<file path="config.mk">
export PLATFORM = sky130hd
export DESIGN_NAME = hbp_queue
export DESIGN_NICKNAME = d
export VERILOG_FILES = /design/src/rtl/hbp_pkg.sv /design/src/rtl/hbp_queue.sv
export SDC_FILE = /design/constraint.sdc
export NUM_CORES = 1
export LEC_CHECK = 0
export ABC_CLOCK_PERIOD_IN_PS = 4700
export BUFFER_PORTS_ARGS = -buffer_cell sky130_fd_sc_hd__buf_2
export CELL_PAD_IN_SITES_DETAIL_PLACEMENT = 1
export CELL_PAD_IN_SITES_GLOBAL_PLACEMENT = 2
export CORE_MARGIN = 2
export CORE_UTILIZATION = 25
export CTS_CLUSTER_DIAMETER = 100
export CTS_CLUSTER_SIZE = 14
export DETAILED_ROUTE_END_ITERATION = 8
export GPL_TIMING_DRIVEN = 0
export HOLD_SLACK_MARGIN = 0.06
export PLACE_DENSITY_LB_ADDON = 0.3
export SETUP_SLACK_MARGIN = 0.4
export SLEW_MARGIN = 10
export SYNTH_ARGS = -nofsm -noshare
export SYNTH_HDL_FRONTEND = slang
export SYNTH_SLANG_ARGS = --single-unit
</file>
<file path="constraint.sdc">
create_clock -name clk -period 4.7 [get_ports clk]
set_input_delay 0.235 -clock clk [delete_from_list [all_inputs] [get_ports clk]]
set_output_delay 0.235 -clock clk [all_outputs]
set_load 0.1 [all_outputs]
</file>
<file path="src/rtl/hbp_pkg.sv">
// Shared types and constants of the Huffman bitstream packer.
`default_nettype none

package hbp_pkg;

    localparam int BYTE_BITS      = 8;
    localparam int HIGH_BIT_INDEX = 7;

    // Operation codes of an input transaction.
    localparam logic [1:0] OP_LOAD   = 2'd0;
    localparam logic [1:0] OP_ENCODE = 2'd1;
    localparam logic [1:0] OP_FLUSH  = 2'd2;

    // Result kinds.
    localparam logic [1:0] KIND_DATA  = 2'd0;
    localparam logic [1:0] KIND_FINAL = 2'd1;
    localparam logic [1:0] KIND_ERROR = 2'd2;

    // Job codes passed from the front end to the packer.
    localparam logic [1:0] JOB_ENCODE = 2'd0;
    localparam logic [1:0] JOB_ERROR  = 2'd1;
    localparam logic [1:0] JOB_FLUSH  = 2'd2;

    typedef struct packed {
        logic [1:0]  job;
        logic [31:0] code;
        logic [5:0]  len;
    } job_t;

endpackage

`default_nettype wire

</file>
<file path="src/rtl/hbp_queue.sv">
// Two-entry job queue between the front end and the packer.
`default_nettype none

module hbp_queue (
    input  wire logic          clk,
    input  wire logic          rst_n,
    input  wire logic          push_valid,
    output logic               push_ready,
    input  wire hbp_pkg::job_t push_job,
    output logic               pop_valid,
    input  wire logic          pop_ready,
    output hbp_pkg::job_t      pop_job
);

    hbp_pkg::job_t entry_reg [2];
    logic       wr_ptr_reg;
    logic       wr_ptr_next;
    logic       rd_ptr_reg;
    logic       rd_ptr_next;
    logic [1:0] count_reg;
    logic [1:0] count_next;
    logic       push;
    logic       pop;

    assign push_ready = (count_reg != 2'd2);
    assign pop_valid  = (count_reg != 2'd0);
    assign pop_job    = entry_reg[rd_ptr_reg];
    assign push       = push_valid && push_ready;
    assign pop        = pop_valid && pop_ready;

    always_comb
    begin
        wr_ptr_next = push ? !wr_ptr_reg : wr_ptr_reg;
        rd_ptr_next = pop ? !rd_ptr_reg : rd_ptr_reg;
        count_next  = count_reg;
        if (push && !pop)
        begin
            count_next = count_reg + 2'd1;
        end
        else if (pop && !push)
        begin
            count_next = count_reg - 2'd1;
        end
    end

    always_ff @(posedge clk or negedge rst_n)
    begin
        if (!rst_n)
        begin
            wr_ptr_reg <= 1'b0;
            rd_ptr_reg <= 1'b0;
            count_reg  <= 2'd0;
        end
        else
        begin
            wr_ptr_reg <= wr_ptr_next;
            rd_ptr_reg <= rd_ptr_next;
            count_reg  <= count_next;
        end
    end

    always_ff @(posedge clk)
    begin
        if (push)
        begin
            entry_reg[wr_ptr_reg] <= push_job;
        end
    end

endmodule

`default_nettype wire

</file>
-- After elaboration in Yosys (flattened, before gate mapping)
Memory sizes are Yosys's and may differ from the RTL's.
Cells that the tools add are included.
- $add $sub $neg: 2
- multiply operators: 0
- divide/modulo/power cells: 0
- $lt $le $gt $ge: 0
- equal/unequal tests: 1
- shifts and indexed selects: 0
- muxes and demuxes: 4
- bitwise logic cells: 0
- reductions and logical operators: 10
- operators with widths (cell ; count):
    $logic_and A1 B1 Y1 ; 4
    $logic_not A1 Y1 ; 4
    $mux W2 ; 2
    $reduce_bool A2 Y1 ; 2
    $add A2 B1 Y2 const B ; 1
    $mux W1 ; 2
    $ne A2 B2 Y1 const B ; 1
    $sub A2 B1 Y2 const B ; 1
- register bits: 4
- latch bits: 0
- RAM bits: 80
- memory bits (read-only): 0
- input bits: 44
- output and inout port bits: 42
- memories kept: 1
- memories (name ; words ; width ; read ports ; clocked after Yosys merged registers in ; wr ports ; line ; text):
    entry_reg ; 2 ; 40 ; 1 ; 0 ; 1 ; hbp_queue.sv:15 ; hbp_pkg::job_t entry_reg [2];

-- Depth between registers and ports, before layout
Gate-level depths: netlist of the first run.
- word-level depth: 6
- mapped depth: 7
- depth with buffers taken out: 7

-- Worst setup path after synthesis of the first run
OpenSTA, ideal clock, no wires.
- path type: register to register
- start point: register count_reg[0]
- end point: memory entry_reg[0][0] (netlist bit), enable pin
- arrival time: 3.173 ns
- data required time: 4.262 ns
- slack: 1.089 ns
- stages on the path, launching flop included: 4
- buffers on the path: 0
- period minus slack after synthesis: 3.611 ns
- cells stage by stage: dfrtp_1 -> nand2b_1 -> nand2_1 -> nor2_1
- word-level cells in the longest chain between the ends: 4
- RTL lines (what ; line ; text):
    start, declared ; hbp_queue.sv:20 ; logic [1:0] count_reg;
    start signal, assigned ; hbp_queue.sv:58 ; count_reg <= count_next;
    $ne A2 B2 Y1 ; hbp_queue.sv:25 ; assign push_ready = (count_reg != 2'd2);
    named net push_ready ; hbp_queue.sv:8 ; output logic push_ready,
    $logic_and A1 B1 Y1 ; hbp_queue.sv:28 ; assign push = push_valid && push_ready;
    $mux W1 ; hbp_queue.sv:64 ; if (push)
    $mux W1 (implied by the code) ; hbp_queue.sv:66 ; entry_reg[wr_ptr_reg] <= push_job;
    end, declared ; hbp_queue.sv:15 ;
The timed path passes the listed nets, and every way through them passes these cells.

-- Worst setup path after layout of the first run
- start point: register count_reg[0]
- end point: memory entry_reg[0][21] (netlist bit), enable pin
- word-level cells in the longest chain between the ends: 4
- RTL lines (what ; line):
    $ne A2 B2 Y1 ; hbp_queue.sv:25
    $logic_and A1 B1 Y1 ; hbp_queue.sv:28
    $mux W1 ; hbp_queue.sv:64
    $mux W1 (implied by the code) ; hbp_queue.sv:66
Every way passes these cells.

==> results of run 1 <==
what timing repair did:
action,4_1_cts,5_1_grt
hold buffers,1,0
setup buffers,0,0
hold endpoints to repair,4,0
routing by layer:
metal,vias up,global-route usage [%]
met4,0,4.46
met1,794,11.2
met3,5,2.36
met5,-,0
li1,751,-
met2,54,13.5
critical path: stages (launching register included):
cell and delay (ps):
sky130_fd_sc_hd__dfrtp_1 410, sky130_fd_sc_hd__nand2b_1 170, sky130_fd_sc_hd__nand2_1 140, sky130_fd_sc_hd__nor2_4 590, sky130_fd_sc_hd__buf_16 250
final timing paths:
path,slack (ps),startpoint,to
min in group asynchronous,250,rst_n,wr_ptr_reg
max,2820,count_reg[0],entry_reg[0][21]
min reg2reg,510,count_reg[1],count_reg[1]
min,100,push_job[16],entry_reg[1][16]
max in group asynchronous,4330,rst_n,count_reg[0]
max reg2reg,2820,count_reg[0],entry_reg[0][21]
cell type report:
type                            instances  area (um^2)
Fill cell                            1330         8420
Sequential cell                        84         2500
Multi-Input combinational cell         53          696
Timing Repair Buffer                   88          483
Clock buffer                           10          229
Tap cell                              172          215
Buffer                                  5         91.3
Clock inverter                          5         77.6
Inverter                                1         3.75
cells by family (layout without fill, tap and decap cells):
| family | count (synthesis) | in the layout | share of synthesized area, % |
|---|---|---|---|
| fa+ha+maj | 1 | 1 | 0.381 |
| buf+inv | 6 | 109 | 2.90 |
| flops | 84 | 84 | 76.2 |
| simple gates | 7 | 7 | 1.03 |
| xor+xnor | 5 | 5 | 1.33 |
| mux | 40 | 40 | 18.2 |
cells in the final DEF (no fill, tap or decap):
cell and instances:
sky130_fd_sc_hd__and3_2 1, sky130_fd_sc_hd__bufinv_16 2, sky130_fd_sc_hd__clkbuf_1 1, sky130_fd_sc_hd__mux2_4 39
sky130_fd_sc_hd__clkbuf_16 9, sky130_fd_sc_hd__buf_6 1, sky130_fd_sc_hd__edfxtp_1 80, sky130_fd_sc_hd__buf_2 85
sky130_fd_sc_hd__buf_16 1, sky130_fd_sc_hd__inv_1 1, sky130_fd_sc_hd__nand2_1 2, sky130_fd_sc_hd__xor2_1 2
sky130_fd_sc_hd__clkinv_2 1, sky130_fd_sc_hd__dfrtp_1 4, sky130_fd_sc_hd__or2_1 1, sky130_fd_sc_hd__ha_1 1
sky130_fd_sc_hd__nor2_4 1, sky130_fd_sc_hd__buf_12 5, sky130_fd_sc_hd__clkinv_4 1, sky130_fd_sc_hd__nand2b_1 1
sky130_fd_sc_hd__xnor2_1 3, sky130_fd_sc_hd__mux2_2 1, sky130_fd_sc_hd__dlygate4sd3_1 1, sky130_fd_sc_hd__clkinv_1 1
sky130_fd_sc_hd__nor2_1 1
stage by stage:
step / cells / hold WS (ps) / utilization, %
floorplan: 143 / -60.6 / -
global placement: 400 / 52.3 / 30.9
detailed placement: 402 / 50.8 / 31.3
CTS: 418 / 79.7 / 33.8
global route: 418 / 75.4 / 33.8
finish: 418 / 98.5 / 33.8
==> results by stage, run 1 <==
Status:
- The run finished with clean final reports.

Routing:
- The highest metal layer with signal wires is met4.
- The total met2 wirelength after detailed routing is about 2800 um.
- After detailed routing, the average wire length per cell comes to ~14 um.
- After detailed routing, the number of remaining DRC violations is 0.
- For this block, the initial DRC count from the detailed router was 77.
- The length of the first detailed-routing pass in iterations is 3.
- The routed layout has 1,604 vias.
- The total length of routed wires is 5990 um.
- The vias per cell is 3.84.
- Summed over all nets, wire length on met3 after detailed routing comes to 287 um.
- In this run the remaining antenna-violating nets after routing total 0.
- In the final routing, the length of wire on met1 measures between 2000 and 3000 um.

Clock network:
- The maximum root-to-sink buffer count is 2.
- The number of instances resized during post-cts repair is 0.
- The root cell of the clock tree is sky130_fd_sc_hd__clkbuf_16.
- The H-tree generated during clock tree synthesis spans 3 levels.
- The CTS tree is yes.
- The clock latency at the later pin of the worst-skew pair is approximately 320 ps.
- The number of buffers added by the clock tree synthesis step is 9.
- The clock-pin slew of the registers on the worst-case setup and hold paths is 60 ps.
- Counting every sink on the clock net gives 84.

Yosys:
- By count the netlist is led by 80 x sky130_fd_sc_hd__edfxtp_1, 39 x sky130_fd_sc_hd__mux2_4, 4 x sky130_fd_sc_hd__buf_12, 4 x sky130_fd_sc_hd__dfrtp_1, 3 x sky130_fd_sc_hd__xnor2_1.
- The post-synthesis instance area is 3280 um^2.
- The net count of the mapped netlist is 188.
- The mean cell area of the mapped netlist is 23.0 um^2.
- By area the synthesized netlist is led by sky130_fd_sc_hd__edfxtp_1 73%, sky130_fd_sc_hd__mux2_4 18%, sky130_fd_sc_hd__dfrtp_1 3.0%.
- The cell count after synthesis is roughly 140.
- The async set or reset register ratio after synthesis is 4.76%.
- The part of the Yosys area used for sequential elements is around three quarters.
- Yosys printed 0 warnings.
- The number of register bits inferred by synthesis is 84.
- The top cell type's share of synthesized area is between 70% and 80%.
- sky130_fd_sc_hd__edfxtp_1 takes more of the synthesized area than any other cell.
- The number of flops mapped to enable cells by yosys is 80.
- The leading cell type by number of instances after synthesis is sky130_fd_sc_hd__edfxtp_1.
- The number of unique standard cell types used by synthesis is 15.
- Among all flip-flop cells after synthesis, the most frequent one is sky130_fd_sc_hd__edfxtp_1.

Place:
- The number of buffer cells added on primary ports is 85.
- The wire-length estimate of the detail-placed layout is 4170 um.
- Prior to clock tree synthesis, the placed netlist has a worst setup slack of approximately 2800 ps.
- The congestion estimate from routability-driven global placement came to about 0.66.
- The placed instances occupy a cell area of 3980 um^2.

STA:
- The slew at the pin with the worst max-slew slack is 738 ps.
- The number of failing hold endpoints at the final stage came to 0.
- The final worst clock skew is 3.00 ps.
- Static timing analysis puts the maximum clock frequency at 533 MHz.
- The final setup violation count is 0.
- The worst relative slew slack is 50.7%.
- The ratio of final minimum period to clock period is between 30 and 40%.
- Setup slack closes at 2820 ps.
- The max-slew violation total from the final report was 0.
- The clock period minus worst slack is 1880 ps.
- Setup repair after global routing left no endpoint under its margin.
- Setup total negative slack on the finished layout was measured at 0 ps.

Global route:
- Entering global routing, the biggest net connects 27 pins.
- The total routing usage reported by global routing is 8.74%.
- The global-route wire length before repair is 9180 um.
- The number of antenna violations at the first check in global routing is 0.
- The via count of the first global-routing pass came to around 1,700.
- For this run the aggregate overflow at the end of global routing stands at 0.

Cells and area:
- From synthesis to final layout, the design area changed by 30.9%.
- Once layout is done, the placed cells without fillers occupy 4300 um^2.
- The final antenna diode count is 0.
- In the final layout, the share of cells above drive strength 1 is 59.8%.
- For this run, the post-layout net count is 287.
- The flip-flop count of the largest register after layout is 80.

Setup path:
- STA classifies the critical path endpoint as a register.
- Along the worst path, the maximum fanout reaches 21.
- The worst reg2reg path depth is 4.
- The worst setup path is launched from a register.
- The path type of the worst setup path is reg -> reg.
- The data required time at the worst endpoint is 4730 ps.
- The critical path arrival is 1900 ps.

Min path:
- Along the worst hold path, the cell count comes to 1.
- The worst hold path belongs to the class in -> reg.

Die:
- The initial core utilization is 25.8%.
- For this design the top-level I/O count stands at 86.
- The number of standard-cell rows in the floorplan is 41.
- After floorplanning, the core was sized to cover 12,700 um^2.
- The full die area is about 14,000 um^2.
- In this run the vertical extent of the chip is 119 um.
- The floorplan step set the die width to about 120 um.

Job:
- The max-cap violation count is 0.
Power of run 1 is not shown: default switching activity piles up to over one toggle a cycle in this logic, so the estimate is an artifact.
==> run 2, diff against run 1 <==
--- a/config.mk
+++ b/config.mk
@@ -5,7 +5,8 @@
 export SDC_FILE = /design/constraint.sdc
 export NUM_CORES = 1
 export LEC_CHECK = 0
-export ABC_CLOCK_PERIOD_IN_PS = 4700
+export ABC_AREA = 1
+export ABC_CLOCK_PERIOD_IN_PS = 1500
 export BUFFER_PORTS_ARGS = -buffer_cell sky130_fd_sc_hd__buf_2
 export CELL_PAD_IN_SITES_DETAIL_PLACEMENT = 1
 export CELL_PAD_IN_SITES_GLOBAL_PLACEMENT = 2
==> constraint.sdc (replaced) <==
create_clock -name clk -period 1.5 [get_ports clk]
set_input_delay 0.075 -clock clk [delete_from_list [all_inputs] [get_ports clk]]
set_output_delay 0.075 -clock clk [all_outputs]
set_load 0.1 [all_outputs]
==> run 2 against run 1 <==
Compared with the run above: utilization increased by 15 points; wire length increased by 39%; register-to-register slack got worse by 2800 ps; synthesized area decreased by 2.8%; global-route usage increased by 4.2 points; die area decreased by 2.7%; sequential share of layout area decreased by 17 points; clock-buffer cell count unchanged; first-iteration DRC count decreased by 9.1%; design area increased by 42%.
==> results by stage, run 2 <==
Status:
- Run status: finished clean (unchanged).

Yosys:
- The mean cell area of the mapped netlist is 13.4 um^2 (was 23.0 um^2).
- The top cell type's share of synthesized area is 75.2% (was 73.1%).
- The number of unique standard cell types used by synthesis is 17 (was 15).
- The number of register bits inferred by synthesis is 84 (unchanged).
- The leading cell type by number of instances after synthesis is sky130_fd_sc_hd__nand2_1 (was sky130_fd_sc_hd__edfxtp_1).
- The part of the Yosys area used for sequential elements is 78.4% (was 76.2%).
- Synth top cells by count: 126 x sky130_fd_sc_hd__nand2_1, 80 x sky130_fd_sc_hd__edfxtp_1 (was 80 x sky130_fd_sc_hd__edfxtp_1, 39 x sky130_fd_sc_hd__mux2_4, 4 x sky130_fd_sc_hd__buf_12, 4 x sky130_fd_sc_hd__dfrtp_1, 3 x sky130_fd_sc_hd__xnor2_1).
- The async set or reset register ratio after synthesis was 4.76% (unchanged).
- The largest area contributor in the netlist was sky130_fd_sc_hd__edfxtp_1 (unchanged).
- Cell types with the largest area share after synthesis: sky130_fd_sc_hd__edfxtp_1 75%, sky130_fd_sc_hd__nand2_1 15%, sky130_fd_sc_hd__dfrtp_1 3.1% (was sky130_fd_sc_hd__edfxtp_1 73%, sky130_fd_sc_hd__mux2_4 18%, sky130_fd_sc_hd__dfrtp_1 3.0%).
- The cell count after synthesis is 238 (was 143).
- The top flip-flop cell by instance count after synthesis is sky130_fd_sc_hd__edfxtp_1 (unchanged).
- The number of flops mapped to enable cells by yosys is 80 (unchanged).
- The net count of the mapped netlist is 283 (was 188).
- The post-synthesis instance area came to 3190 um^2 (was 3280 um^2).
- The synthesis warning total is 0 (unchanged).

Clock network:
- The number of buffers added by the clock tree synthesis step is 9 (unchanged).
- The clock-pin slew of the registers on the worst-case setup and hold paths was 60 ps (about the same).
- The total number of clock tree sinks is 84 (unchanged).
- The number of levels the H-tree was split into is 3 (unchanged).
- The clock latency at the later pin of the worst-skew pair was 340 ps (was 320 ps).
- The CTS tree is yes (unchanged).
- The maximum root-to-sink buffer count was 2 (unchanged).
- The root cell of the clock tree is sky130_fd_sc_hd__clkbuf_16 (unchanged).

Cells and area:
- The flip-flop count of the largest register after layout is 80 (unchanged).
- The fraction of the core area covered by cells at the end of the flow is 48.4% (was 33.8%).
- The filler cell count in the final layout is 1,243 (was 1,330).
- Most frequent cells in the layout: 80 x sky130_fd_sc_hd__edfxtp_1, 79 x sky130_fd_sc_hd__nand2_1, 50 x sky130_fd_sc_hd__buf_12 (was 85 x sky130_fd_sc_hd__buf_2, 80 x sky130_fd_sc_hd__edfxtp_1, 39 x sky130_fd_sc_hd__mux2_4).
- The area of all sequential standard cells is 2500 um^2 (about the same).
- The ratio of cells with drive above 1 in the final layout is 48.1% (was 59.8%).
- The signed area change from the synthesized netlist to the final layout is 90.6% (was 30.9%).
- The final antenna diode count is 0 (unchanged).
- The final layout net count came to 447 (was 287).
- The count of placed standard cells in the final layout, fillers left out was 577 (was 418).
- The area used by multi-input combinational logic came to 963 um^2 (was 696 um^2).
- The most common cell after layout, fill and taps aside is sky130_fd_sc_hd__edfxtp_1 (was sky130_fd_sc_hd__buf_2).

Setup path:
- The worst reg2reg path depth is 6 (was 4).
- The startpoint of the worst-slack reg-to-reg timing path is count_reg[1] (was count_reg[0]).
- The data required time at the worst endpoint is 1420 ps (was 4730 ps).
- The source of the critical timing path is rd_ptr_reg (was count_reg[0]).
- The endpoint class of the critical path is a primary output (was register).
- The critical-path maximum fanout came to 10 (was 21).
- The critical path launch point type is a register (unchanged).
- The critical path arrival is 1400 ps (was 1900 ps).
- The path type of the worst setup path is reg -> out (was reg -> reg).

STA:
- The slew at the pin with the worst max-slew slack was 187 ps (was 738 ps).
- The final setup violation count was 0 (unchanged).
- The final worst clock skew is 3.67 ps (was 3.00 ps).
- The final setup slack of the worst path was 27.3 ps (was 2820 ps).
- The worst relative slew slack is 87.5% (was 50.7%).
- Setup repair after global routing missed its margin: yes (was no).
- Subtracting the final worst setup slack from the clock period gives about 1500 ps.
- The timing-limited maximum frequency is 679 MHz.
- The max-slew violation total from the final report was 0 (unchanged).
- The summed negative setup slack over all endpoints is 0 ps (unchanged).
- The number of failing hold endpoints at the final stage came to 0 (unchanged).
- Of the available clock period, the critical path in the final layout requires ~100%.

Global route:
- The global-route wire length before repair is 12,700 um (was 9180 um).
- The total routing usage reported by global routing came to 12.9% (was 8.74%).
- The number of antenna violations at the first check in global routing is 0 (unchanged).
- The global routing usage on met1 is 14.4% (was 11.2%).
- The total grt overflow was 0 (unchanged).
- The via count of the first global-routing pass came to 2,533 (was 1,708).
- The routing usage on met3 is 4.27% (was 2.36%).
- The largest net degree at the start of global routing is 24 (was 27).
- The met2 demand-to-capacity share in global routing is 22.9% (was 13.5%).
- The most used routing layer is met2 (unchanged).

Place:
- The cell total after placement was 497 (was 402).
- The placed wire-length estimate came to 4470 um (was 4170 um).
- The pre-CTS worst setup slack was -287 ps (was 2780 ps).
- The global placer's final weighted congestion is 0.619 (was 0.660).
- The number of buffer cells added on primary ports is 85 (unchanged).

Die:
- The placeable core region was 12,600 um^2 (was 12,700 um^2).
- The initial core utilization is 25.4% (was 25.8%).
- The number of standard-cell rows in the floorplan is 41 (unchanged).
- The full die area is 13,700 um^2 (was 14,100 um^2).
- The die span in y is 117 um (was 119 um).
- The die extent in x came to 117 um (was 119 um).
- The number of I/O pins is 86 (unchanged).

Routing:
- The number of DRC markers after the initial detailed-route iteration came to 70 (was 77).
- The vias per cell was 4.00 (was 3.84).
- The number of antenna-violating nets in the routed design came to 0 (unchanged).
- The total via count after detailed routing came to 2,306 (was 1,604).
- The length of the first detailed-routing pass in iterations is 4 (was 3).
- The residual DRC count came to 0 (unchanged).
- The total length of routed wires is 8340 um (was 5990 um).
- The routed wire length per instance is 14.5 um (was 14.3 um).

Job:
- The max-cap violation count is 0 (unchanged).

Min path:
- The class of the tightest hold or removal check is in -> async (was in -> reg).
==> run 2: cell families after synthesis <==
logic type               count (synthesis)  synth area share [%]
AND/OR/NAND/NOR                        135                  16.7
XOR/XNOR                                 2                 0.784
flip-flops                              84                  78.4
adder cells (fa/ha/maj)                  1                 0.392
buffers and inverters                   16                  3.80
==> run 2: what timing repair did <==
item                                   CTS  global route
gates resized for setup                193            10
hold buffers                            42             0
buffers inserted                        10             4
setup endpoints to repair              124           124
endpoints found under the hold margin   86             0
gates cloned                             4             6
pin swaps                                5            10
==> run 2: worst paths after layout <==
check,endpoint,slack (ps)
min,count_reg[0],80
max reg2reg,entry_reg[1][7],50
min in group clk,wr_ptr_reg,170
max,pop_job[4],30
min reg2reg,count_reg[1],610
max in group asynchronous,count_reg[1],1290
==> run 2: layout make-up <==
class                           instances  share of cell area [%]
Buffer                                  9                    1.66
Clock buffer                           10                    3.76
Clock inverter                          4                   0.699
Inverter                                7                   0.637
Multi-Input combinational cell        138                    15.8
Sequential cell                        84                    41.1
Tap cell                              172                    3.54
Timing Repair Buffer                  153                    32.7
==> run 2: routing by layer <==
| metal | part of all wire (%) | vias up |
|---|---|---|
| li1 | - | 1121 |
| met5 | 0 | - |
| met3 | 4.3 | 12 |
| met2 | 54 | 59 |
| met1 | 40 | 1114 |
| met4 | 1.6 | 0 |
==> run 2: worst max-delay path: stages, from the launching register on <==
cell and delay, ps:
sky130_fd_sc_hd__dfrtp_1 370, sky130_fd_sc_hd__buf_6 140, sky130_fd_sc_hd__inv_8 80, sky130_fd_sc_hd__buf_8 140
sky130_fd_sc_hd__nand2_1 90, sky130_fd_sc_hd__nand2_4 80, sky130_fd_sc_hd__buf_12 170
==> run 2: through the flow <==
step / hold WS, ps / area, um^2
floorplan: -221 / 3530
global placement: -108 / 4170
detailed placement: -105 / 4210
CTS: 47.0 / 5860
global route: 87.8 / 6090
finish: 78.1 / 6090
Power of run 2 is left out for the same reason.
