File: config.mk
export PLATFORM = sky130hd
export DESIGN_NAME = hbp_back
export DESIGN_NICKNAME = d
export VERILOG_FILES = /design/src/rtl/hbp_pkg.sv /design/src/rtl/hbp_back.sv
export SDC_FILE = /design/constraint.sdc
export NUM_CORES = 1
export LEC_CHECK = 0
export CAP_MARGIN = 40
export CELL_PAD_IN_SITES_DETAIL_PLACEMENT = 0
export CELL_PAD_IN_SITES_GLOBAL_PLACEMENT = 1
export CORE_UTILIZATION = 35
export CTS_CLUSTER_SIZE = 16
export DETAILED_ROUTE_END_ITERATION = 12
export DONT_BUFFER_PORTS = 1
export GPL_TIMING_DRIVEN = 0
export PLACE_DENSITY_LB_ADDON = 0.05
export SYNTH_ARGS = -nofsm -noshare
export SYNTH_HDL_FRONTEND = slang
export SYNTH_SLANG_ARGS = --single-unit
export TNS_END_PERCENT = 30
File: constraint.sdc
create_clock -name clk -period 4.5 [get_ports clk]
set_input_delay 0.9 -clock clk [delete_from_list [all_inputs] [get_ports clk]]
set_output_delay 0.9 -clock clk [all_outputs]
set_load 0.02 [all_outputs]
File: src/rtl/hbp_pkg.sv
// Shared types and constants of the Huffman bitstream packer.
`default_nettype none

package hbp_pkg;

    localparam int BYTE_BITS      = 8;
    localparam int HIGH_BIT_INDEX = 7;

    // Operation codes of an input transaction.
    localparam logic [1:0] OP_LOAD   = 2'd0;
    localparam logic [1:0] OP_ENCODE = 2'd1;
    localparam logic [1:0] OP_FLUSH  = 2'd2;

    // Result kinds.
    localparam logic [1:0] KIND_DATA  = 2'd0;
    localparam logic [1:0] KIND_FINAL = 2'd1;
    localparam logic [1:0] KIND_ERROR = 2'd2;

    // Job codes passed from the front end to the packer.
    localparam logic [1:0] JOB_ENCODE = 2'd0;
    localparam logic [1:0] JOB_ERROR  = 2'd1;
    localparam logic [1:0] JOB_FLUSH  = 2'd2;

    typedef struct packed {
        logic [1:0]  job;
        logic [31:0] code;
        logic [5:0]  len;
    } job_t;

endpackage

`default_nettype wire

File: src/rtl/hbp_back.sv
// Back end: bit buffer, byte emission, flush and error results.
`default_nettype none

module hbp_back #(
    parameter int CODE_LIMIT = 32
) (
    input  wire logic          clk,
    input  wire logic          rst_n,
    input  wire logic          job_valid,
    output logic               job_ready,
    input  wire hbp_pkg::job_t job,
    output logic               out_valid,
    input  wire logic          out_ready,
    output logic [7:0]         out_byte,
    output logic [1:0]         result_kind,
    output logic [3:0]         valid_bits,
    output logic [31:0]        bytes_total,
    output logic               last_of_run
);

    localparam int BUF_W = hbp_pkg::HIGH_BIT_INDEX + CODE_LIMIT;

    localparam logic ST_IDLE = 1'b0;
    localparam logic ST_EMIT = 1'b1;

    logic             state_reg;
    logic             state_next;
    logic [BUF_W-1:0] buf_reg;
    logic [BUF_W-1:0] buf_next;
    logic [5:0]       fill_reg;
    logic [5:0]       fill_next;
    logic [31:0]      cnt_reg;
    logic [31:0]      cnt_next;

    logic        out_valid_reg;
    logic        out_valid_next;
    logic [7:0]  out_byte_reg;
    logic [7:0]  out_byte_next;
    logic [1:0]  kind_reg;
    logic [1:0]  kind_next;
    logic [3:0]  vbits_reg;
    logic [3:0]  vbits_next;
    logic [31:0] total_reg;
    logic [31:0] total_next;
    logic        last_reg;
    logic        last_next;

    logic             out_free;
    logic [6:0]       sum;
    logic [5:0]       fill_less;
    logic [BUF_W-1:0] ones;
    logic [BUF_W-1:0] appended;
    logic [BUF_W-1:0] aligned;
    logic [7:0]       final_byte;
    logic [31:0]      cnt_inc;

    assign out_free   = !out_valid_reg || out_ready;
    assign job_ready  = (state_reg == ST_IDLE) && out_free;
    assign ones       = '1;
    assign sum        = {1'b0, fill_reg} + {1'b0, job.len};
    assign fill_less  = fill_reg - 6'(hbp_pkg::BYTE_BITS);
    assign appended   = (buf_reg << job.len) | BUF_W'(job.code);
    assign aligned    = buf_reg >> fill_less;
    assign final_byte = buf_reg[7:0] << (4'(hbp_pkg::BYTE_BITS) - {1'b0, fill_reg[2:0]});
    assign cnt_inc    = (cnt_reg != 32'hFFFF_FFFF) ? cnt_reg + 32'd1 : cnt_reg;

    assign out_valid   = out_valid_reg;
    assign out_byte    = out_byte_reg;
    assign result_kind = kind_reg;
    assign valid_bits  = vbits_reg;
    assign bytes_total = total_reg;
    assign last_of_run = last_reg;

    always_comb
    begin
        state_next     = state_reg;
        buf_next       = buf_reg;
        fill_next      = fill_reg;
        cnt_next       = cnt_reg;
        out_valid_next = out_valid_reg && !out_ready;
        out_byte_next  = out_byte_reg;
        kind_next      = kind_reg;
        vbits_next     = vbits_reg;
        total_next     = total_reg;
        last_next      = last_reg;
        case (state_reg)
            ST_IDLE:
            begin
                if (job_valid && job_ready)
                begin
                    case (job.job)
                        hbp_pkg::JOB_ENCODE:
                        begin
                            buf_next  = appended & ~(ones << sum);
                            fill_next = sum[5:0];
                            if (sum >= 7'(hbp_pkg::BYTE_BITS))
                            begin
                                state_next = ST_EMIT;
                            end
                        end
                        hbp_pkg::JOB_ERROR:
                        begin
                            out_valid_next = 1'b1;
                            out_byte_next  = 8'd0;
                            kind_next      = hbp_pkg::KIND_ERROR;
                            vbits_next     = 4'd0;
                            total_next     = cnt_reg;
                            last_next      = 1'b1;
                        end
                        hbp_pkg::JOB_FLUSH:
                        begin
                            out_valid_next = 1'b1;
                            out_byte_next  = final_byte;
                            kind_next      = hbp_pkg::KIND_FINAL;
                            vbits_next     = {1'b0, fill_reg[2:0]};
                            total_next     = cnt_inc;
                            last_next      = 1'b1;
                            buf_next       = '0;
                            fill_next      = 6'd0;
                            cnt_next       = 32'd0;
                        end
                        default:
                        begin
                        end
                    endcase
                end
            end
            ST_EMIT:
            begin
                if (out_free)
                begin
                    out_valid_next = 1'b1;
                    out_byte_next  = aligned[7:0];
                    kind_next      = hbp_pkg::KIND_DATA;
                    vbits_next     = 4'(hbp_pkg::BYTE_BITS);
                    total_next     = 32'd0;
                    last_next      = (fill_less < 6'(hbp_pkg::BYTE_BITS));
                    buf_next       = buf_reg & ~(ones << fill_less);
                    fill_next      = fill_less;
                    cnt_next       = cnt_inc;
                    if (fill_less < 6'(hbp_pkg::BYTE_BITS))
                    begin
                        state_next = ST_IDLE;
                    end
                end
            end
            default:
            begin
                state_next = ST_IDLE;
            end
        endcase
    end

    always_ff @(posedge clk or negedge rst_n)
    begin
        if (!rst_n)
        begin
            state_reg     <= ST_IDLE;
            buf_reg       <= '0;
            fill_reg      <= 6'd0;
            cnt_reg       <= 32'd0;
            out_valid_reg <= 1'b0;
        end
        else
        begin
            state_reg     <= state_next;
            buf_reg       <= buf_next;
            fill_reg      <= fill_next;
            cnt_reg       <= cnt_next;
            out_valid_reg <= out_valid_next;
        end
    end

    always_ff @(posedge clk)
    begin
        out_byte_reg <= out_byte_next;
        kind_reg     <= kind_next;
        vbits_reg    <= vbits_next;
        total_reg    <= total_next;
        last_reg     <= last_next;
    end

endmodule

`default_nettype wire

* Yosys cells after proc, flatten, opt, wreduce, memory -nomap -nowiden
Cells that the tools add are included.
** Word-level totals
- Output and inout bits :: 49
- Register bits after elaboration :: 126
** Cells by class
- Muxes and demuxes :: 43
- $lt $le $gt $ge :: 2
- Add/subtract/negate cells :: 4
- Bitwise gates (word level) :: 6
- Shift-type cells :: 5
- Reductions and logical operators :: 12
- Eq/ne operators :: 9
** Operator list (number)
- 32-bit 2-to-1 mux :: 6
- 32-bit one-hot mux with 2 select lines :: 3
- 39-bit one-hot mux with 2 select lines :: 2
- 39-bit bitwise AND :: 2
- 39-bit 2-to-1 mux :: 2
- 39-bit NOT :: 2
- 39-bit by 32-bit bitwise OR with 39-bit output :: 1
- 39-bit by 6-bit << shifter with 39-bit output :: 1
- 39-bit by 6-bit << shifter with 39-bit output, first input constant :: 1
- 39-bit by 7-bit << shifter with 39-bit output, first input constant :: 1
- 39-bit by 6-bit right shift with 8-bit output :: 1
- 32-bit by 1-bit adder with 32-bit output, second input constant :: 1
- 32-bit inequality test, second input constant :: 1
- 8-bit one-hot mux with 2 select lines :: 2
- 6-bit one-hot mux with 2 select lines :: 2
- 8-bit 2-to-1 mux :: 2
- 4-bit one-hot mux with 2 select lines :: 2
- 6-bit 2-to-1 mux :: 2
- 3-bit AND reduction :: 4
- 1-bit 2-to-1 mux :: 11
- 4-bit 2-to-1 mux :: 2
- 2-bit one-hot mux with 2 select lines :: 2
- 8-bit by 4-bit << shifter with 8-bit output :: 1
- 6-bit by 6-bit adder with 7-bit output :: 1
- other kinds (17) :: 26

* Logic depth before layout (Yosys ltp)
Gate-level depths: netlist (run 1).
- Depth after elaboration :: 7
- Mapped depth :: 12
- Gate-level depth less buffers :: 10

* Worst setup path before layout (run 1)
Ideal clock, no wire load.
- Kind :: in2reg
- Start point :: input job[38] (netlist bit)
- End point :: register total_reg[0], in the netlist bytes_total[0], enable pin
- Setup slack :: -155 ps
- Data required time :: 4035 ps
- Stages :: 6
- Arrival :: 4190 ps
- Path through :: inv_1 > ha_1 > buf_1 > clkbuf_1 > o21ai_0 > a21oi_1
** On the way
- Word-level cells in the longest chain between the ends :: 3
- Elaborated cells between the ends (all ways) :: 4
- Those cells by class :: eq/ne (3); reduce/logical (1)
** RTL lines
- start: declaration :: RTL line hbp_back.sv:11 : input wire hbp_pkg::job_t job,
- 2-bit == test / 2-bit by 1-bit == test with 1-bit output (equally long branches) :: RTL line hbp_back.sv:91 : case (job.job)
- 3-bit by 1-bit inequality test with 1-bit output (no line) (*)
- 3-bit AND reduction (no line) (*)
- end signal: assignment :: RTL line hbp_back.sv:179 : total_reg <= total_next;
- end: declaration :: RTL line hbp_back.sv:43 : logic [31:0] total_reg;
Mark *: on every way between the ends. The rest lies on a longest branch, timed or not.
A chain may end at the register's enable or synchronous reset.

* Final worst setup path (run 1)
- Start point :: register fill_reg[3]
- End point :: register out_byte_reg[3], in the netlist out_byte[3], data pin
** On the way
- Word-level cells in the longest chain between the ends :: 4
** RTL lines
- start: declaration :: RTL line hbp_back.sv:30 : logic [5:0] fill_reg;
- start signal: assignment :: RTL line hbp_back.sv:168 : fill_reg <= fill_next;
- 6-bit by 4-bit subtractor with 6-bit output :: RTL line hbp_back.sv:61 : assign fill_less = fill_reg - 6'(hbp_pkg::BYTE_BITS);
- 39-bit by 6-bit right shift with 8-bit output :: RTL line hbp_back.sv:63 : assign aligned = buf_reg >> fill_less;
- 8-bit 2-to-1 mux :: RTL line hbp_back.sv:130 : if (out_free)
- 8-bit one-hot mux with 2 select lines :: RTL line hbp_back.sv:86 : case (state_reg)
- via out_byte_next[3] :: RTL line hbp_back.sv:38 : logic [7:0] out_byte_next;
- end signal: assignment :: RTL line hbp_back.sv:176 : out_byte_reg <= out_byte_next;
- end: declaration :: RTL line hbp_back.sv:37 : logic [7:0] out_byte_reg;
The timed path passes the listed nets, and every way through them passes these cells. The select of a mux whose other input is x is not followed.

==> qor.txt, run 1 <==
outcome = finished, final reports clean
worst-path fanout max = 10
final antenna-violating net count = 0
sw frac = 0.5054
layout cells sized above 1 = 0.1458
min-delay worst type = in2async
detailed-route via count = 10,730
die area = 31,840 µm²
unrepaired setup endpoints after global routing = no
Synth Register Bits = 126
htree depth = 4
DIE WIDTH = 178.4 µm
sequential area share after synthesis = 0.3110
Post-synth ARST share = 0.6270
Final nets = 1,297
switching power = 4.030 mW
Crit path arrival time = 3840 ps
GRT Total Usage = 0.3088
CTS Hold Bufs = 0
pwr dens = 658.0 nW/µm²
Clk pwr share = 0.187
post-DP HPWL = 36,380 µm
final period utilization = 0.8166
largest net degree at the start of global routing = 80
FMAX = 272.1 MHz
max_slew headroom = 0.2584
initial antenna violation count = 1
Seq pwr share = 0.276
post-route total power = 7.975 mW
max reg flops = 39
Hold Violations, Final = 0
Slew @ Worst Pin = 1112 ps
worst skew pair latency = 420 ps
syn_nets = 1,267
Post-Syn Instances = 1,205
clk buf depth = 2
Worst-path clk slew = 60 ps
Setup CP Type = reg2reg
synth-to-layout area growth = 11.24%
WL per Instance = 29.55 µm
Avg Inst Size Synth = 9.042 µm²
Power Internal = 3.945 mW
Sum Neg Setup Slack = 0 ps
Final Max Slew Viols = 0
final setup fails = 0
DRT Wirelength = 48,620 µm
CP required = 4660 ps
Iter 0 DRT Violations = 1,133
VDD IR max = 0.3398 mV
vias in the first global route = 10,170
TritonCTS clock tree = done
Final min period = 3675 ps
top_reg_cell synth = dfrtp_1
crit end category = flop
DP Cell Count = 1,612
Post-CTS Setup Repair Bufs = 0
unique cell type count in the Yosys netlist = 69
clk sink count = 126
GP Congestion = 0.9461
Lkg Pwr = 4.516 nW
total core area = 30,590 µm²
DRT Pass-1 Iters = 5
Post-CTS Resized = 0
Fin Clk Skew = 16.24 ps
num rows = 64
Post-synth EDFFs = 47
CTS root buf = clkbuf_16
Buffers on Ports = 0
max_cap viols = 0
CTS Buf Count = 17
first-pass GRT wire length = 70,520 µm
top-level I/O count = 93
Critical Path Start = fill_reg[3]
combinational share of power = 0.538
synthesized cell area = 10,900 µm²
Chip Height = 178.4 µm
# DRC = 0
crit path launch type = flop
most common cell after layout, fill and taps aside = o21ai_0
origin of the critical flop-to-flop path = fill_reg[3]
Synth warnings = 0
DR vias/cell = 6.520
Layout Cells excl Fill = 1,645
grt ovf = 0
starting density of the core = 0.3562
commonest non-fill, non-tap cells in the layout = o21ai_0, nand2_1, nor2_1
final core area utilization = 0.3962
-- worst max-delay path, stage by stage (launching register included) --
cell	delay, ps
dfrtp_1	500
inv_1	150
clkbuf_1	560
ha_1	410
buf_2	350
buf_1	600
mux4_2	470
a221o_1	370
-- worst paths after layout --
kind	to	slack [ps]	cells past startpoint
max reg2reg	out_byte[3]	830	7
min	cnt_reg[23]	170	0
min reg2reg	cnt_reg[5]	530	1
min in group clk	cnt_reg[5]	530	1
max in group asynchronous	buf_reg[17]	4190	0
max	out_byte[3]	830	7
-- logic make-up (layout without fill, tap and decap cells) --
group,after synthesis,in the layout,synth area share
AND/OR/NAND/NOR,390,390,0.1679
AO/OA/AOI/OAI,365,365,0.2135
multiplexers,147,147,0.2096
flip-flops,126,126,0.3110
buffers and inverters,125,168,0.04938
XOR/XNOR,34,34,0.02733
adder cells (fa/ha/maj),18,18,0.02136
other,0,1,0
-- routing by layer --
metal / share of wire / GRT usage
met5: 0.00031 / 0
met4: 0.025 / 0.08369
met3: 0.11 / 0.1032
met2: 0.41 / 0.4246
met1: 0.46 / 0.4528
-- cell type report --
cell class | count | area [µm²]
fill | 3155 | 18470
multi-input combinational | 954 | 6980
sequential | 126 | 3388
tap | 396 | 495.5
clock buffer | 20 | 467.9
buffer | 100 | 444.2
clock inverter | 12 | 158.9
inverter | 25 | 93.84
timing repair buffer | 11 | 88.84
antenna | 1 | 2.502
-- stage by stage --
stage | cell area (µm²) | setup WS, ps | hold WS, ps
floorplan | 10900 | 845.6 | 436.6
global placement | 11390 | -506.1 | 519.5
detailed placement | 11490 | 504.7 | 519.5
CTS | 12120 | 888.4 | 146.7
global route | 12120 | 640.2 | 149.3
finish | 12120 | 825.3 | 170.4
-- cells in the mapped netlist, types with 6 or more instances --
| cell | count | area [µm²] |
|---|---|---|
| a211oi_1 | 14 | 105.1 |
| nor2b_1 | 10 | 62.56 |
| clkbuf_1 | 63 | 236.5 |
| xnor2_1 | 6 | 52.55 |
| nand4_1 | 18 | 112.6 |
| o211ai_1 | 10 | 75.07 |
| xor2_1 | 28 | 245.2 |
| a221oi_1 | 10 | 87.58 |
| buf_2 | 25 | 125.1 |
| mux4_2 | 62 | 1396 |
| o21a_1 | 6 | 45.04 |
| nand2_1 | 125 | 469.2 |
| edfxtp_1 | 47 | 1411 |
| dfrtp_1 | 79 | 1977 |
| and4_1 | 6 | 52.55 |
| nor2_1 | 108 | 405.4 |
| ha_1 | 17 | 212.7 |
| a221o_1 | 7 | 70.07 |
| nor3_1 | 20 | 100.1 |
| inv_1 | 22 | 82.58 |
| nand2b_1 | 11 | 68.82 |
| and3_1 | 19 | 118.9 |
| mux2i_1 | 56 | 560.5 |
| nand3_1 | 43 | 215.2 |
| or3_1 | 6 | 37.54 |
| o221ai_1 | 6 | 52.55 |
| a22o_1 | 7 | 61.31 |
| o31ai_1 | 25 | 187.7 |
| and2_1 | 12 | 75.07 |
| o21ai_0 | 128 | 640.6 |
| a21oi_1 | 78 | 390.4 |
| a31oi_1 | 25 | 156.4 |
| mux2_2 | 29 | 326.6 |
-- power groups by stage --
| stage | clock network [mW] | registers (mW) | logic, mW |
|---|---|---|---|
| after CTS | 1.51 | 2.16 | 4.19 |
| final | 1.49 | 2.20 | 4.29 |
| after floorplan | 0 | 1.91 | 2.84 |
| after global routing | 1.56 | 2.21 | 4.57 |
| after global placement | 0 | 2.20 | 4.16 |
| after detailed placement | 0 | 2.18 | 4.16 |
No activity file was read; power rests on OpenSTA's default activity.
==> run 2, diff against run 1 <==
--- a/config.mk
+++ b/config.mk
@@ -5,6 +5,7 @@
 export SDC_FILE = /design/constraint.sdc
 export NUM_CORES = 1
 export LEC_CHECK = 0
+export ABC_AREA = 1
 export CAP_MARGIN = 40
 export CELL_PAD_IN_SITES_DETAIL_PLACEMENT = 0
 export CELL_PAD_IN_SITES_GLOBAL_PLACEMENT = 1
==> constraint.sdc (replaced) <==
create_clock -name clk -period 3.8 [get_ports clk]
set_input_delay 0.76 -clock clk [delete_from_list [all_inputs] [get_ports clk]]
set_output_delay 0.76 -clock clk [all_outputs]
set_load 0.02 [all_outputs]
==> qor.txt, run 2 <==
Worst-path clk slew = 70 ps (was 60 ps)
VDD IR max = 0.4023 mV (was 0.3398 mV)
Slew @ Worst Pin = 844.2 ps (was 1112 ps)
Filler cells = 3,397 (was 3,155)
final period utilization = 0.8604 (was 0.8166)
GP Congestion = 0.9637 (was 0.9461)
Iter 0 DRT Violations = 1,493 (was 1,133)
slowest cell on the critical path = dfrtp_1 (was buf_1)
total core area = 30,910 µm² (was 30,590 µm²)
max_cap viols = 0 (unchanged)
largest net degree at the start of global routing = 80 (unchanged)
GR Layer Usage met3 = 0.05699 (was 0.1032)
clk sink count = 126 (unchanged)
first-pass GRT wire length = 76,280 µm (was 70,520 µm)
crit end category = flop (unchanged)
Final Max Slew Viols = 0 (unchanged)
Final nets = 1,824 (was 1,297)
post-DP HPWL = 40,650 µm (was 36,380 µm)
Chip Height = 180.3 µm (was 178.4 µm)
grt ovf = 0 (unchanged)
Buffers on Ports = 0 (unchanged)
synth-to-layout area growth = 10.38% (was 11.24%)
min-delay worst type = in2async (unchanged)
DRT Wirelength = 51,100 µm (was 48,620 µm)
detailed-route via count = 12,510 (was 10,730)
WL per Instance = 23.52 µm (was 29.55 µm)
vias in the first global route = 11,860 (was 10,170)
Sum Neg Setup Slack = 0 ps (unchanged)
Post-CTS Resized = 0 (unchanged)
post-route total power = 10.76 mW (was 7.975 mW)
Post-Syn Instances = 1,741 (was 1,205)
Final Instance Area = 12,280 µm² (was 12,120 µm²)
htree depth = 4 (unchanged)
FMAX = 305.8 MHz (was 272.1 MHz)
unique cell type count in the Yosys netlist = 54 (was 69)
main area contributors after synthesis = dfrtp_1, nand2_1, nand3_1 (was dfrtp_1, edfxtp_1, mux4_2)
slowest stage delay, CP = 490 ps (was 600 ps)
most common cell after layout, fill and taps aside = nand2_1 (was o21ai_0)
Synth Register Bits = 126 (unchanged)
Post-synth EDFFs = 47 (unchanged)
syn_nets = 1,803 (was 1,267)
max reg flops = 39 (unchanged)
Hold Violations, Final = 0 (unchanged)
worst skew pair latency = 440 ps (was 420 ps)
top_reg_cell synth = dfrtp_1 (unchanged)
Fin Clk Skew = 12.55 ps (was 16.24 ps)
GR peak layer = met1 (unchanged)
final setup fails = 0 (unchanged)
Synth warnings = 0 (unchanged)
CTS Buf Count = 17 (unchanged)
top-level I/O count = 93 (unchanged)
unrepaired setup endpoints after global routing = no (unchanged)
placed cell areas = 11,640 µm² (was 11,490 µm²)
cell taking the most area after synthesis = dfrtp_1 (unchanged)
most common cell in the netlist = nand2_1 (was o21ai_0)
# DRC = 0 (unchanged)
Final min period = 3270 ps (was 3675 ps)
DRT Pass-1 Iters = 6 (was 5)
clk buf depth = 2 (unchanged)
pwr dens = 876.1 nW/µm² (was 658.0 nW/µm²)
synthesized cell area = 11,120 µm² (was 10,900 µm²)
CP required = 4110 ps (was 4660 ps)
num rows = 64 (unchanged)
worst-path fanout max = 8 (was 10)
CTS root buf = clkbuf_16 (unchanged)
met1 global-route usage = 0.4680 (was 0.4528)
GRT Total Usage = 0.3149 (was 0.3088)
most frequent CP cell = inv_1
area share of the leading cell type in the synthesized netlist = 0.1778 (was 0.1814)
initial antenna violation count = 1 (unchanged)
sequential area share after synthesis = 0.3047 (was 0.3110)
Avg Inst Size Synth = 6.388 µm² (was 9.042 µm²)
max_slew headroom = 0.4372 (was 0.2584)
met2 Usage GRT = 0.4518 (was 0.4246)
FF/Latch Area = 3388 µm² (unchanged)
Crit path arrival time = 3580 ps (was 3840 ps)
crit path launch type = flop (unchanged)
starting density of the core = 0.3598 (was 0.3562)
die area = 32,490 µm² (was 31,840 µm²)
Setup CP Type = reg2reg (unchanged)
TritonCTS clock tree = done (unchanged)
CP Cell Sequence = clkinv_1 -> ha_1 -> inv_1 -> ha_1 -> clkbuf_1 -> nand2_1 -> inv_1 -> nor2_1 -> inv_1 -> a21oi_1 -> o21ai_0 (was inv_1 -> clkbuf_1 -> ha_1 -> buf_2 -> buf_1 -> mux4_2 -> a221o_1)
Lkg Pwr = 5.430 nW (was 4.516 nW)
DIE WIDTH = 180.3 µm (was 178.4 µm)
final antenna-violating net count = 0 (unchanged)
layout cells sized above 1 = 0.07493 (was 0.1458)
multi-input combinational cell area = 6699 µm² (was 6980 µm²)
Post-synth ARST share = 0.6270 (unchanged)
commonest non-fill, non-tap cells in the layout = nand2_1, nand3_1, o21ai_0 (was o21ai_0, nand2_1, nor2_1)
outcome = finished, final reports clean (unchanged)
most frequent cells after synthesis = nand2_1, nand3_1, o21ai_0 (was o21ai_0, nand2_1, nor2_1)
DR vias/cell = 5.757 (was 6.520)
-- run 2: changes by cell type in the layout (fill, tap and decap cells not counted), sizes merged, moves of 15 or more --
| cell | change |
|---|---|
| a21oi | -33 |
| and3 | -19 |
| clkbuf | -26 |
| inv | +133 |
| mux2 | -29 |
| mux2i | -51 |
| mux4 | -62 |
| nand2 | +387 |
| nand3 | +249 |
| nor2 | +26 |
| nor3 | +15 |
| o21ai | +42 |
| o22ai | +23 |
| o31ai | -23 |
-- run 2: cell families (layout without fill, tap and decap cells) --
logic type,count (synthesis),in the layout,synth area share
AO/OA/AOI/OAI,308,308,0.1543
XOR/XNOR,26,26,0.02048
adder cells (fa/ha/maj),18,18,0.02093
buffers and inverters,248,282,0.09361
flip-flops,126,126,0.3047
multiplexers,5,5,0.004501
other,0,1,0
AND/OR/NAND/NOR,1010,1010,0.4016
-- run 2: cell type report --
type	instances	share of cell area
multi-input combinational	1367	0.5457
sequential	126	0.2760
inverter	158	0.04852
tap	396	0.04036
buffer	90	0.03629
clock buffer	18	0.03578
clock inverter	14	0.01468
timing repair buffer	2	0.002446
antenna	1	0.0002039
-- run 2: power by group --
part / internal (mW) / switching, mW / total, mW
combinational: 1.66 / 4.15 / 5.82
clock: 1.06 / 0.696 / 1.76
sequential: 2.08 / 1.10 / 3.18
-- run 2: worst max-delay path: cells and delay by family (launching register included) --
kind | cells | cell delay (ps)
fa+ha+maj | 2 | 550
simple gates | 2 | 650
flops | 1 | 490
buf+inv | 5 | 1110
compound gates | 2 | 350
-- run 2: stage by stage --
step	cells	hold WS (ps)	util	worst slack, ps
floorplan	1741	447.3	-	598.1
global placement	2137	452.5	0.3759	-259.0
detailed placement	2138	463.0	0.3767	566.3
CTS	2170	3.542	0.3967	565.4
global route	2171	10.09	0.3971	432.3
finish	2172	36.16	0.3971	530.4
-- run 2: per-layer routing --
| layer | vias to the layer above | share of wire | wire [µm] |
|---|---|---|---|
| li1 | 5914 | - | - |
| met1 | 5965 | 0.49 | 25020 |
| met2 | 553 | 0.41 | 20860 |
| met3 | 73 | 0.073 | 3739 |
| met4 | 0 | 0.029 | 1474 |
| met5 | - | 0 | 0 |
-- run 2: path summary, 6_finish.rpt --
path	slack (ps)	end	from	depth (start not counted)
max	530	buf_reg[1]	fill_reg[3]	11
min	40	buf_reg[20]	rst_n	0
max reg2reg	530	buf_reg[1]	fill_reg[3]	11
min reg2reg	490	valid_bits[3]	state_reg	0
max in group asynchronous	3020	buf_reg[28]	rst_n	1
min in group clk	490	valid_bits[3]	state_reg	0
-- run 2: timing repair --
| item | in CTS | in global routing |
|---|---|---|
| hold buffers | 0 | 1 |
| endpoints found under the hold margin | 0 | 3 |
| buffers inserted | 0 | 0 |
==> run 3, diff against run 2 <==
--- a/config.mk
+++ b/config.mk
@@ -9,12 +9,14 @@
 export CAP_MARGIN = 40
 export CELL_PAD_IN_SITES_DETAIL_PLACEMENT = 0
 export CELL_PAD_IN_SITES_GLOBAL_PLACEMENT = 1
+export CORE_MARGIN = 8
 export CORE_UTILIZATION = 35
 export CTS_CLUSTER_SIZE = 16
 export DETAILED_ROUTE_END_ITERATION = 12
 export DONT_BUFFER_PORTS = 1
 export GPL_TIMING_DRIVEN = 0
 export PLACE_DENSITY_LB_ADDON = 0.05
+export SLEW_MARGIN = 20
 export SYNTH_ARGS = -nofsm -noshare
 export SYNTH_HDL_FRONTEND = slang
 export SYNTH_SLANG_ARGS = --single-unit
==> qor.txt, run 3 (same netlist as run 2, synthesis figures left out) <==
largest net degree at the start of global routing = 80 (unchanged)
GRT Total Usage = 0.2765 (was 0.3149)
top-level I/O count = 93 (unchanged)
Fin Clk Skew = 12.11 ps (was 12.55 ps)
min-delay worst type = in2async (unchanged)
detailed-route via count = 12,560 (was 12,510)
GP Congestion = 0.9578 (was 0.9637)
initial antenna violation count = 6 (was 1)
Final nets = 1,823 (was 1,824)
final antenna-violating net count = 0 (unchanged)
Filler cells = 3,509 (was 3,397)
die area = 37,730 µm² (was 32,490 µm²)
post-route total power = 10.69 mW (was 10.76 mW)
first-pass GRT wire length = 79,090 µm (was 76,280 µm)
max_slew headroom = 0.4469 (was 0.4372)
unrepaired setup endpoints after global routing = no (unchanged)
slowest cell on the critical path = nor2_1 (was dfrtp_1)
buffers and inverters on the worst path = 5 (unchanged)
Lkg Pwr = 5.396 nW (was 5.430 nW)
worst skew pair latency = 430 ps (was 440 ps)
Final Instance Area = 12,230 µm² (was 12,280 µm²)
clk sink count = 126 (unchanged)
worst-path fanout max = 8 (unchanged)
final period utilization = 0.8684 (was 0.8604)
total core area = 31,390 µm² (was 30,910 µm²)
Setup CP Type = reg2reg (unchanged)
DRT Wirelength = 53,350 µm (was 51,100 µm)
Slew @ Worst Pin = 829.6 ps (was 844.2 ps)
grt ovf = 0 (unchanged)
Top delay family on crit path = buffers and inverters (unchanged)
WL per Instance = 24.48 µm (was 23.52 µm)
final setup fails = 0 (unchanged)
slowest stage delay, CP = 510 ps (was 490 ps)
max reg flops = 39 (unchanged)
Post-CTS Setup Repair Bufs = 0 (unchanged)
post-DP HPWL = 42,390 µm (was 40,650 µm)
starting density of the core = 0.3542 (was 0.3598)
DR vias/cell = 5.765 (was 5.757)
CTS Hold Bufs = 0 (unchanged)
crit end category = flop (unchanged)
Crit path arrival time = 3590 ps (was 3580 ps)
vias in the first global route = 11,950 (was 11,860)
DRT Pass-1 Iters = 6 (unchanged)
htree depth = 4 (unchanged)
FF/Latch Area = 3388 µm² (unchanged)
CP required = 4090 ps (was 4110 ps)
Chip Height = 194.3 µm (was 180.3 µm)
FMAX = 303.1 MHz (was 305.8 MHz)
Hold Violations, Final = 0 (unchanged)
Final min period = 3300 ps (was 3270 ps)
Final Max Slew Viols = 0 (unchanged)
most frequent CP cell = inv_1 (unchanged)
max_cap viols = 0 (unchanged)
pwr dens = 874.0 nW/µm² (was 876.1 nW/µm²)
CTS root buf = clkbuf_16 (unchanged)
clk buf depth = 2 (unchanged)
Min Hold Slack = 40.03 ps (was 36.16 ps)
Iter 0 DRT Violations = 1,488 (was 1,493)
CP Cell Sequence = clkinv_1 -> ha_1 -> inv_1 -> ha_1 -> clkbuf_1 -> nand2_1 -> inv_1 -> nor2_1 -> inv_1 -> a21oi_1 -> o21ai_0 (unchanged)
Worst-path clk slew = 60 ps (was 70 ps)
num rows = 65 (was 64)
final core area utilization = 0.3897 (was 0.3971)
multi-input combinational cell area = 6699 µm² (unchanged)
crit path launch type = flop (unchanged)
outcome = finished, final reports clean (unchanged)
CTS Buf Count = 17 (unchanged)
layout cells sized above 1 = 0.07441 (was 0.07493)
Buffers on Ports = 0 (unchanged)
synth-to-layout area growth = 10.00% (was 10.38%)
VDD IR max = 0.3642 mV (was 0.4023 mV)
DIE WIDTH = 194.3 µm (was 180.3 µm)
commonest non-fill, non-tap cells in the layout = nand2_1, nand3_1, o21ai_0 (unchanged)
# DRC = 0 (unchanged)
TritonCTS clock tree = done (unchanged)
Post-CTS Resized = 0 (unchanged)
most common cell after layout, fill and taps aside = nand2_1 (unchanged)
placed cell areas = 11,650 µm² (was 11,640 µm²)
-- run 3: cell types whose count changed in the layout (fill, tap and decap cells not counted) --
| cell | previous run | this run |
|---|---|---|
| inv_6 | 5 | 8 |
| clkinv_4 | 2 | 0 |
| clkinv_2 | 2 | 0 |
| clkinv_1 | 7 | 8 |
| clkbuf_8 | 1 | 0 |
| diode_2 | 1 | 3 |
| inv_8 | 1 | 2 |
| bufinv_16 | 3 | 1 |
| dlygate4sd3_1 | 1 | 0 |
| clkinvlp_4 | 1 | 3 |
-- run 3: routing by layer --
metal / global-route usage / wire length (µm)
met5: 0 / 40
met3: 0.05137 / 4466
met2: 0.3974 / 21820
met1: 0.4101 / 25630
met4: 0.08204 / 1391
-- run 3: area by class of cell --
type                            count  area share
Antenna cell                        3   0.0006137
Buffer                             90     0.03641
Clock buffer                       17     0.03478
Clock inverter                     15     0.01217
Inverter                          158     0.04869
Multi-Input combinational cell   1367      0.5476
Sequential cell                   126      0.2770
Tap cell                          402     0.04112
Timing Repair Buffer                1    0.001636
-- run 3: per-stage QoR --
step | setup WS, ps | setup TNS (ps) | instances
floorplan | 598.1 | 0 | 1741
global placement | -243.1 | -10770 | 2143
detailed placement | 558.5 | 0 | 2144
CTS | 541.9 | 0 | 2176
global route | 413.9 | 0 | 2179
finish | 500.3 | 0 | 2179
-- run 3: final timing paths --
kind / cells past startpoint / slack (ps) / start / endpoint
worst min-delay path: 0 / 40 / rst_n / buf_reg[24]
worst max-delay path: 11 / 500 / fill_reg[3] / buf_reg[1]
worst min register to register: 0 / 480 / state_reg / valid_bits[3]
min in group clk: 0 / 480 / state_reg / valid_bits[3]
worst max register to register: 11 / 500 / fill_reg[3] / buf_reg[1]
max in group asynchronous: 0 / 3540 / rst_n / state_reg
-- run 3: power by group --
part / total (mW) / leakage (nW) / internal [mW] / switching [mW]
registers: 3.19 / 1.48 / 2.08 / 1.11
logic: 5.87 / 3.64 / 1.66 / 4.21
clock network: 1.64 / 0.274 / 0.923 / 0.715
-- run 3: worst register-to-register path, cell delays in order, from the launching register on --
cell	delay, ps
dfrtp_1	490
clkinv_1	390
ha_1	330
inv_1	50
ha_1	210
clkbuf_1	280
nand2_1	180
inv_1	160
nor2_1	510
inv_1	250
a21oi_1	230
o21ai_0	90
